File: config.mk
export PLATFORM = sky130hd
export DESIGN_NAME = dial_delta_accumulator_cc_emitter_top
export DESIGN_NICKNAME = d
export VERILOG_FILES = /design/src/design/dda_pkg.sv /design/src/design/dda_ctrl.sv /design/src/design/dda_dp.sv /design/src/design/dial_delta_accumulator_cc_emitter_top.sv
export SDC_FILE = /design/constraint.sdc
export NUM_CORES = 1
export LEC_CHECK = 0
export BUFFER_PORTS_ARGS = -buffer_cell sky130_fd_sc_hd__buf_2
export CAP_MARGIN = 20
export CORE_MARGIN = 4
export CORE_UTILIZATION = 40
export DETAILED_ROUTE_END_ITERATION = 10
export GPL_TIMING_DRIVEN = 0
export PLACE_DENSITY = 0.61
export SYNTH_ARGS = -nofsm -noshare
export SYNTH_HDL_FRONTEND = slang
export SYNTH_SLANG_ARGS = --single-unit
File: constraint.sdc
create_clock -name clk -period 7.41 [get_ports clk]
set_input_delay 1.1115 -clock clk [delete_from_list [all_inputs] [get_ports clk]]
set_output_delay 1.1115 -clock clk [all_outputs]
set_load 0.03 [all_outputs]
File: src/design/dda_pkg.sv
// Shared types and constants for the dial delta accumulator.
package dda_pkg;

    localparam int NUM_DIALS_DEF = 8;
    localparam int SAMPLE_W      = 16;
    localparam int CC_W          = 7;
    localparam int COUNT_W       = 8;

    localparam logic [CC_W-1:0]           BASE_RESET = 7'd102;
    localparam logic signed [COUNT_W-1:0] COUNT_MAX  = 8'sd127;
    localparam logic signed [COUNT_W-1:0] COUNT_MIN  = -8'sd127;

    // Item function codes
    localparam logic FUNC_SAMPLE = 1'b0;
    localparam logic FUNC_TICK   = 1'b1;

    typedef struct packed {
        logic                func;
        logic [SAMPLE_W-1:0] dial_bits;
    } in_item_t;

    typedef struct packed {
        logic [CC_W-1:0] controller_number;
        logic [CC_W-1:0] magnitude;
        logic            last_of_burst;
    } out_item_t;

    typedef enum logic {
        ST_IDLE,
        ST_SCAN
    } state_t;

    typedef struct packed {
        logic sample_load;
        logic scan_start;
        logic emit;
        logic advance;
    } dp_cmd_t;

    typedef struct packed {
        logic any_pending;
        logic cur_nonzero;
        logic more_above;
        logic slot_free;
    } dp_status_t;

endpackage

File: src/design/dda_ctrl.sv
// Controller state machine: sample update and tick scan sequencing.
module dda_ctrl (
    input  logic                clk,
    input  logic                rst_n,
    input  logic                in_valid,
    input  logic                in_func,
    output logic                in_stall,
    input  dda_pkg::dp_status_t status,
    output dda_pkg::dp_cmd_t    cmd
);

    dda_pkg::state_t state_reg;
    dda_pkg::state_t state_next;

    always_ff @(posedge clk or negedge rst_n)
    begin
        if (!rst_n)
        begin
            state_reg <= dda_pkg::ST_IDLE;
        end
        else
        begin
            state_reg <= state_next;
        end
    end

    always_comb
    begin
        state_next = state_reg;
        cmd        = '0;
        in_stall   = 1'b1;
        case (state_reg)
            dda_pkg::ST_IDLE:
            begin
                in_stall = 1'b0;
                if (in_valid)
                begin
                    if (in_func == dda_pkg::FUNC_TICK)
                    begin
                        cmd.scan_start = 1'b1;
                        state_next     = dda_pkg::ST_SCAN;
                    end
                    else
                    begin
                        cmd.sample_load = 1'b1;
                    end
                end
            end
            dda_pkg::ST_SCAN:
            begin
                if (!status.any_pending)
                begin
                    state_next = dda_pkg::ST_IDLE;
                end
                else if (status.cur_nonzero)
                begin
                    // wait for the output slot, then report this dial
                    if (status.slot_free)
                    begin
                        cmd.emit = 1'b1;
                        if (!status.more_above)
                        begin
                            state_next = dda_pkg::ST_IDLE;
                        end
                    end
                end
                else
                begin
                    cmd.advance = 1'b1;
                end
            end
            default:
            begin
                state_next = dda_pkg::ST_IDLE;
            end
        endcase
    end

endmodule

File: src/design/dda_dp.sv
// Datapath: sample history, per-dial counters, scan index and output register.
module dda_dp #(
    parameter int NUM_DIALS = dda_pkg::NUM_DIALS_DEF
) (
    input  logic                          clk,
    input  logic                          rst_n,
    input  logic [dda_pkg::SAMPLE_W-1:0]  dial_bits,
    input  logic                          cfg_write,
    input  logic [dda_pkg::CC_W-1:0]      cfg_data,
    input  dda_pkg::dp_cmd_t              cmd,
    output dda_pkg::dp_status_t           status,
    input  logic                          out_stall,
    output logic                          out_valid,
    output dda_pkg::out_item_t            out_data
);

    localparam int IDX_W = (NUM_DIALS > 1) ? $clog2(NUM_DIALS) : 1;

    logic [dda_pkg::SAMPLE_W-1:0]        prev_reg;
    logic signed [dda_pkg::COUNT_W-1:0]  counts_reg [NUM_DIALS];
    logic [IDX_W-1:0]                    idx_reg;
    logic [dda_pkg::CC_W-1:0]            base_reg;
    logic                                out_valid_reg;
    dda_pkg::out_item_t                  out_reg;

    logic [dda_pkg::SAMPLE_W-1:0]        diff;
    logic signed [dda_pkg::COUNT_W-1:0]  cur_count;
    logic [NUM_DIALS-1:0]                pend_mask;
    logic [NUM_DIALS-1:0]                above_mask;
    logic [dda_pkg::CC_W-1:0]            cc_sum;
    logic [dda_pkg::CC_W-1:0]            mag;
    logic                                pos;

    assign diff      = dial_bits ^ prev_reg;
    assign cur_count = counts_reg[idx_reg];
    assign pos       = ~cur_count[dda_pkg::COUNT_W-1];
    assign mag       = pos ? cur_count[dda_pkg::CC_W-1:0]
                           : dda_pkg::CC_W'(-cur_count);
    assign cc_sum    = base_reg + (dda_pkg::CC_W'(idx_reg) << 1)
                       + {{(dda_pkg::CC_W-1){1'b0}}, pos};

    always_comb
    begin
        for (int i = 0; i < NUM_DIALS; i++)
        begin
            pend_mask[i]  = (counts_reg[i] != '0) && (i >= int'(idx_reg));
            above_mask[i] = (counts_reg[i] != '0) && (i > int'(idx_reg));
        end
    end

    assign status.any_pending = |pend_mask;
    assign status.cur_nonzero = (cur_count != '0);
    assign status.more_above  = |above_mask;
    assign status.slot_free   = !out_valid_reg || !out_stall;

    // control registers
    always_ff @(posedge clk or negedge rst_n)
    begin
        if (!rst_n)
        begin
            prev_reg      <= '0;
            idx_reg       <= '0;
            base_reg      <= dda_pkg::BASE_RESET;
            out_valid_reg <= 1'b0;
            for (int i = 0; i < NUM_DIALS; i++)
            begin
                counts_reg[i] <= '0;
            end
        end
        else
        begin
            if (cfg_write)
            begin
                base_reg <= cfg_data;
            end
            if (cmd.sample_load)
            begin
                prev_reg <= dial_bits;
                for (int i = 0; i < NUM_DIALS; i++)
                begin
                    // up change wins; saturate symmetric at +/-127
                    if (diff[2*i] && counts_reg[i] != dda_pkg::COUNT_MAX)
                    begin
                        counts_reg[i] <= counts_reg[i] + 8'sd1;
                    end
                    else if (diff[2*i+1] && counts_reg[i] != dda_pkg::COUNT_MIN)
                    begin
                        counts_reg[i] <= counts_reg[i] - 8'sd1;
                    end
                end
            end
            if (cmd.scan_start)
            begin
                idx_reg <= '0;
            end
            if (cmd.emit)
            begin
                counts_reg[idx_reg] <= '0;
            end
            if (cmd.emit || cmd.advance)
            begin
                idx_reg <= IDX_W'(idx_reg + 1'b1);
            end
            if (cmd.emit)
            begin
                out_valid_reg <= 1'b1;
            end
            else if (!out_stall)
            begin
                out_valid_reg <= 1'b0;
            end
        end
    end

    // result payload
    always_ff @(posedge clk)
    begin
        if (cmd.emit)
        begin
            out_reg.controller_number <= cc_sum;
            out_reg.magnitude         <= mag;
            out_reg.last_of_burst     <= !status.more_above;
        end
    end

    assign out_valid = out_valid_reg;
    assign out_data  = out_reg;

endmodule

File: src/design/dial_delta_accumulator_cc_emitter_top.sv
// Top level of the dial delta accumulator with controller-change reports.
//
//  channel | direction | handshake          | payload
//  --------+-----------+--------------------+-------------------------------
//  in      | in        | in_valid/in_stall   | in_item_t: func, dial_bits
//  out     | out       | out_valid/out_stall | out_item_t: cc, magnitude, last
//  cfg     | in        | cfg_valid/cfg_ready | base_controller (7 bits)
//
// A sample transfer updates all NUM_DIALS counters in parallel.
// A tick transfer starts a scan that visits one dial per cycle, except while
// out_stall holds the output register, and ends after the last nonzero dial.
// A tick with every counter at zero ends its scan without reports.
// in_stall is high during the scan; a sample or tick can be taken while the
// last report of a burst still waits in the output register.
// rst_n clears counters, sample history and base_controller (to 102).
// cfg_ready is always high.
module dial_delta_accumulator_cc_emitter_top #(
    parameter int NUM_DIALS = dda_pkg::NUM_DIALS_DEF
) (
    input  logic                      clk,
    input  logic                      rst_n,
    input  logic                      in_valid,
    output logic                      in_stall,
    input  dda_pkg::in_item_t         in_data,
    output logic                      out_valid,
    input  logic                      out_stall,
    output dda_pkg::out_item_t        out_data,
    input  logic                      cfg_valid,
    output logic                      cfg_ready,
    input  logic [dda_pkg::CC_W-1:0]  cfg_data
);

    dda_pkg::dp_cmd_t    cmd;
    dda_pkg::dp_status_t status;

    assign cfg_ready = 1'b1;

    dda_ctrl u_ctrl (
        .clk      (clk),
        .rst_n    (rst_n),
        .in_valid (in_valid),
        .in_func  (in_data.func),
        .in_stall (in_stall),
        .status   (status),
        .cmd      (cmd)
    );

    dda_dp #(
        .NUM_DIALS (NUM_DIALS)
    ) u_dp (
        .clk       (clk),
        .rst_n     (rst_n),
        .dial_bits (in_data.dial_bits),
        .cfg_write (cfg_valid && cfg_ready),
        .cfg_data  (cfg_data),
        .cmd       (cmd),
        .status    (status),
        .out_stall (out_stall),
        .out_valid (out_valid),
        .out_data  (out_data)
    );

endmodule

==> results.md <==
- Post-Synthesis Cell Area: around 8000 sq um
- Worst Reg-to-Reg Cells: 13
- Drt pass-1 iters: 5
- Lkg Pwr: approximately 3.6 nW
- Dpl hpwl: about 17,000 um
- Initial core utilization: 0.408
- DR vias: between 7,000 and 8,000
- CTS tree: yes
- Final Hold Fails: 0
- RD Place Congestion: 0.976
- Die Ht: around 150 um
- Skew final: 0.00844 ns
- # hold bufs at CTS: 0
- Post-CTS Setup Bufs: 0
- Worst-path clk slew: about 0.070 ns
- Synth Flop Type: dfrtp_1
- Nets@finish: between 1,000 and 1,500
- Area grow syn2layout: 11.1%
- Post-layout util: 0.453
- Share of the synthesized area in the top cell type: 0.277
- DR WL/cell: around 19 um
- Drt initial violations: 667
- Final period utilization: 0.507
- VDD IR-drop max: between 200 and 250 uV
- Min Hold Slack: between 0.4 and 0.5 ns
- Post-synth EDFFs: 15
- Post-synthesis sequential area ratio: 0.346
- Initial antenna violation count: 0
- N_diodes: 0
- Synth Register Bits: ~110
- Status: complete, no violations
- Power per cell area: around 450 nW/um^2
- Critical Path End Type: flop
- CTS sink cnt: 107
- WL final: around 23,000 um
- Total power: 4.02 mW
- Number of global-route vias before repair: roughly 6,600
- Max Cap Viol: 0
- Clk buf depth: 2
- CP arrival: slightly below 4 ns
- Startpoint Class: flop
- Hold path cells: 2
- Cell row count: between 50 and 60
- First-pass GRT wire length: between 30,000 and 40,000 um
- Total CTS buffers: 9
- Via-per-instance ratio: 5.84
- Die Span X: about 150 um
- Setup Viol. Count Final: 0
- Unrepaired setup endpoints after global routing: false
- Yosys top cell by area: dfrtp_1
- Largest net degree at the start of global routing: 50
- Post-synth ARST share: 0.860
- Gr ovfl total: 0
- Worst Max-Slew Pin Slew: a little under 1 ns
- Core area: between 15,000 and 20,000 sq um
- H-tree depth: 3
- Hold/Removal Path Class: flop to flop
- Final critical-path required period: 3.76 ns
- Synth Net Count: 946
- Max transition margin: 0.336
- TNS Setup: 0 ns
- Worst path required time: 7.51 ns
- Max-slew violation count: 0
- Number of I/O pins: between 40 and 50
- Syn Area/Cell: approximately 9.0 sq um
- Synth Instances: 882
- Fraction of layout cells with a size suffix above 1: 0.125
- Resize count post-CTS: 0
- WS Path Type: flop to flop
- Synth top area cells: dfrtp_1 (28%), xnor2_1 (6.4%), edfxtp_1 (5.7%)
- Largest register FFs: 64
- Crit-path max FO: 24
- DIE AREA: 22,200 sq um
- Number of remaining DRC errors: 0
- Number of routed nets with antenna violations: 0
- Port Buffers: 44
- Root Driver: clkbuf_16
- Peak Freq: about 270 MHz
- Worst-skew pair later-pin latency: ~0.36 ns
- Yosys warns: 0
- GRT Util Overall: 0.206
- Count of different cell masters after synthesis: 87
report_power, final:
part	internal [mW]	leakage [nW]	switching (mW)	total [mW]
clock	0.262	0.133	0.227	0.490
sequential	0.878	1.33	0.275	1.15
combinational	0.875	2.11	1.50	2.38
total	2.02	3.57	2.01	4.02
final cells by class:
| class | instances | area, sq um |
|---|---|---|
| Fill cell | 1952 | 10700 |
| Multi-Input combinational cell | 679 | 4790 |
| Sequential cell | 107 | 2760 |
| Tap cell | 265 | 332 |
| Buffer | 56 | 260 |
| Timing Repair Buffer | 46 | 255 |
| Clock buffer | 10 | 229 |
| Inverter | 40 | 150 |
| Clock inverter | 6 | 65.1 |
placed cells by master, fill, tap and decap left out, types with 7 or more instances in the layout:
| cell | Yosys | layout |
|---|---|---|
| mux2i_1 | 17 | 17 |
| o21ai_0 | 38 | 38 |
| inv_1 | 39 | 39 |
| buf_2 | 9 | 53 |
| nand2b_1 | 12 | 12 |
| nor2b_1 | 8 | 8 |
| and3_1 | 9 | 9 |
| dfrtp_1 | 88 | 88 |
| mux2_2 | 8 | 8 |
| edfxtp_1 | 15 | 15 |
| xnor2_1 | 58 | 58 |
| nor4_1 | 9 | 9 |
| a21oi_1 | 85 | 85 |
| nor3_1 | 28 | 28 |
| nor2_1 | 38 | 38 |
| clkbuf_1 | 33 | 34 |
| ha_1 | 34 | 34 |
| xor2_1 | 22 | 22 |
| nand4_1 | 22 | 22 |
| mux4_1 | 7 | 7 |
| nand3_1 | 35 | 35 |
| a31oi_1 | 10 | 10 |
| or3_1 | 8 | 8 |
| nand2_1 | 91 | 91 |
| clkbuf_16 | 0 | 9 |
| a41oi_1 | 9 | 9 |
worst max-delay path, stage by stage, from the launching register on:
cell	delay (ns)
dfrtp_1	0.45
buf_4	0.22
buf_2	0.23
buf_4	0.22
buf_2	0.29
mux2i_1	0.32
o221ai_1	0.17
o2bb2ai_1	0.21
inv_1	0.11
ha_1	0.21
nand4_4	0.13
o41ai_4	0.55
nor2_4	0.14
buf_6	0.22
per-stage QoR:
step                instances  cell area, sq um  setup slack, ns
finish                   1209              8840             3.65
global route             1209              8840             3.51
CTS                      1208              8840             3.73
detailed placement       1192              8540             3.39
global placement         1191              8510             3.41
floorplan                 882              7960             4.51
cells in the mapped netlist, drive strengths merged, types with 9 or more instances:
| cell type | n |
|---|---|
| nand3 | 35 |
| nand2 | 91 |
| nor4 | 10 |
| buf | 22 |
| edfxtp | 15 |
| clkbuf | 34 |
| a31oi | 10 |
| xnor2 | 58 |
| mux2i | 18 |
| nor2 | 40 |
| nand4 | 23 |
| and3 | 9 |
| o21ai | 40 |
| mux4 | 10 |
| nand2b | 12 |
| a41oi | 9 |
| ha | 34 |
| xor2 | 22 |
| inv | 39 |
| nor3 | 30 |
| dfrtp | 88 |
| a21oi | 90 |
kinds of logic after synthesis:
logic type | after synthesis | synth area share
AND/OR/NAND/NOR | 314 | 0.214
adder cells (fa/ha/maj) | 35 | 0.0559
other | 1 | 0.000471
flip-flops | 107 | 0.346
buffers and inverters | 96 | 0.0515
multiplexers | 36 | 0.0671
XOR/XNOR | 80 | 0.0880
AO/OA/AOI/OAI | 213 | 0.176
path summary, 6_finish.rpt:
kind                                  start                   to  slack [ns]
hold / removal             u_dp.prev_reg[5]     u_dp.prev_reg[5]        0.50
setup / recovery            u_dp.idx_reg[1]    u_dp.out_data[14]        3.65
max in group asynchronous             rst_n  u_dp.counts_reg[10]        5.99
hold reg to reg            u_dp.prev_reg[5]     u_dp.prev_reg[5]        0.50
setup reg to reg            u_dp.idx_reg[1]    u_dp.out_data[14]        3.65
min in group asynchronous             rst_n  u_dp.counts_reg[35]        0.75
per-layer routing:
| metal | share of wire | up-vias | track usage | wire [um] |
|---|---|---|---|---|
| met2 | 0.45 | 231 | 0.319 | 10200 |
| met4 | 0.023 | 0 | 0.0682 | 514 |
| met1 | 0.48 | 3456 | 0.298 | 10800 |
| met5 | 0 | - | 0 | 0 |
| li1 | - | 3345 | - | - |
| met3 | 0.049 | 29 | 0.0292 | 1110 |
Power figures use the tool's default switching activity.
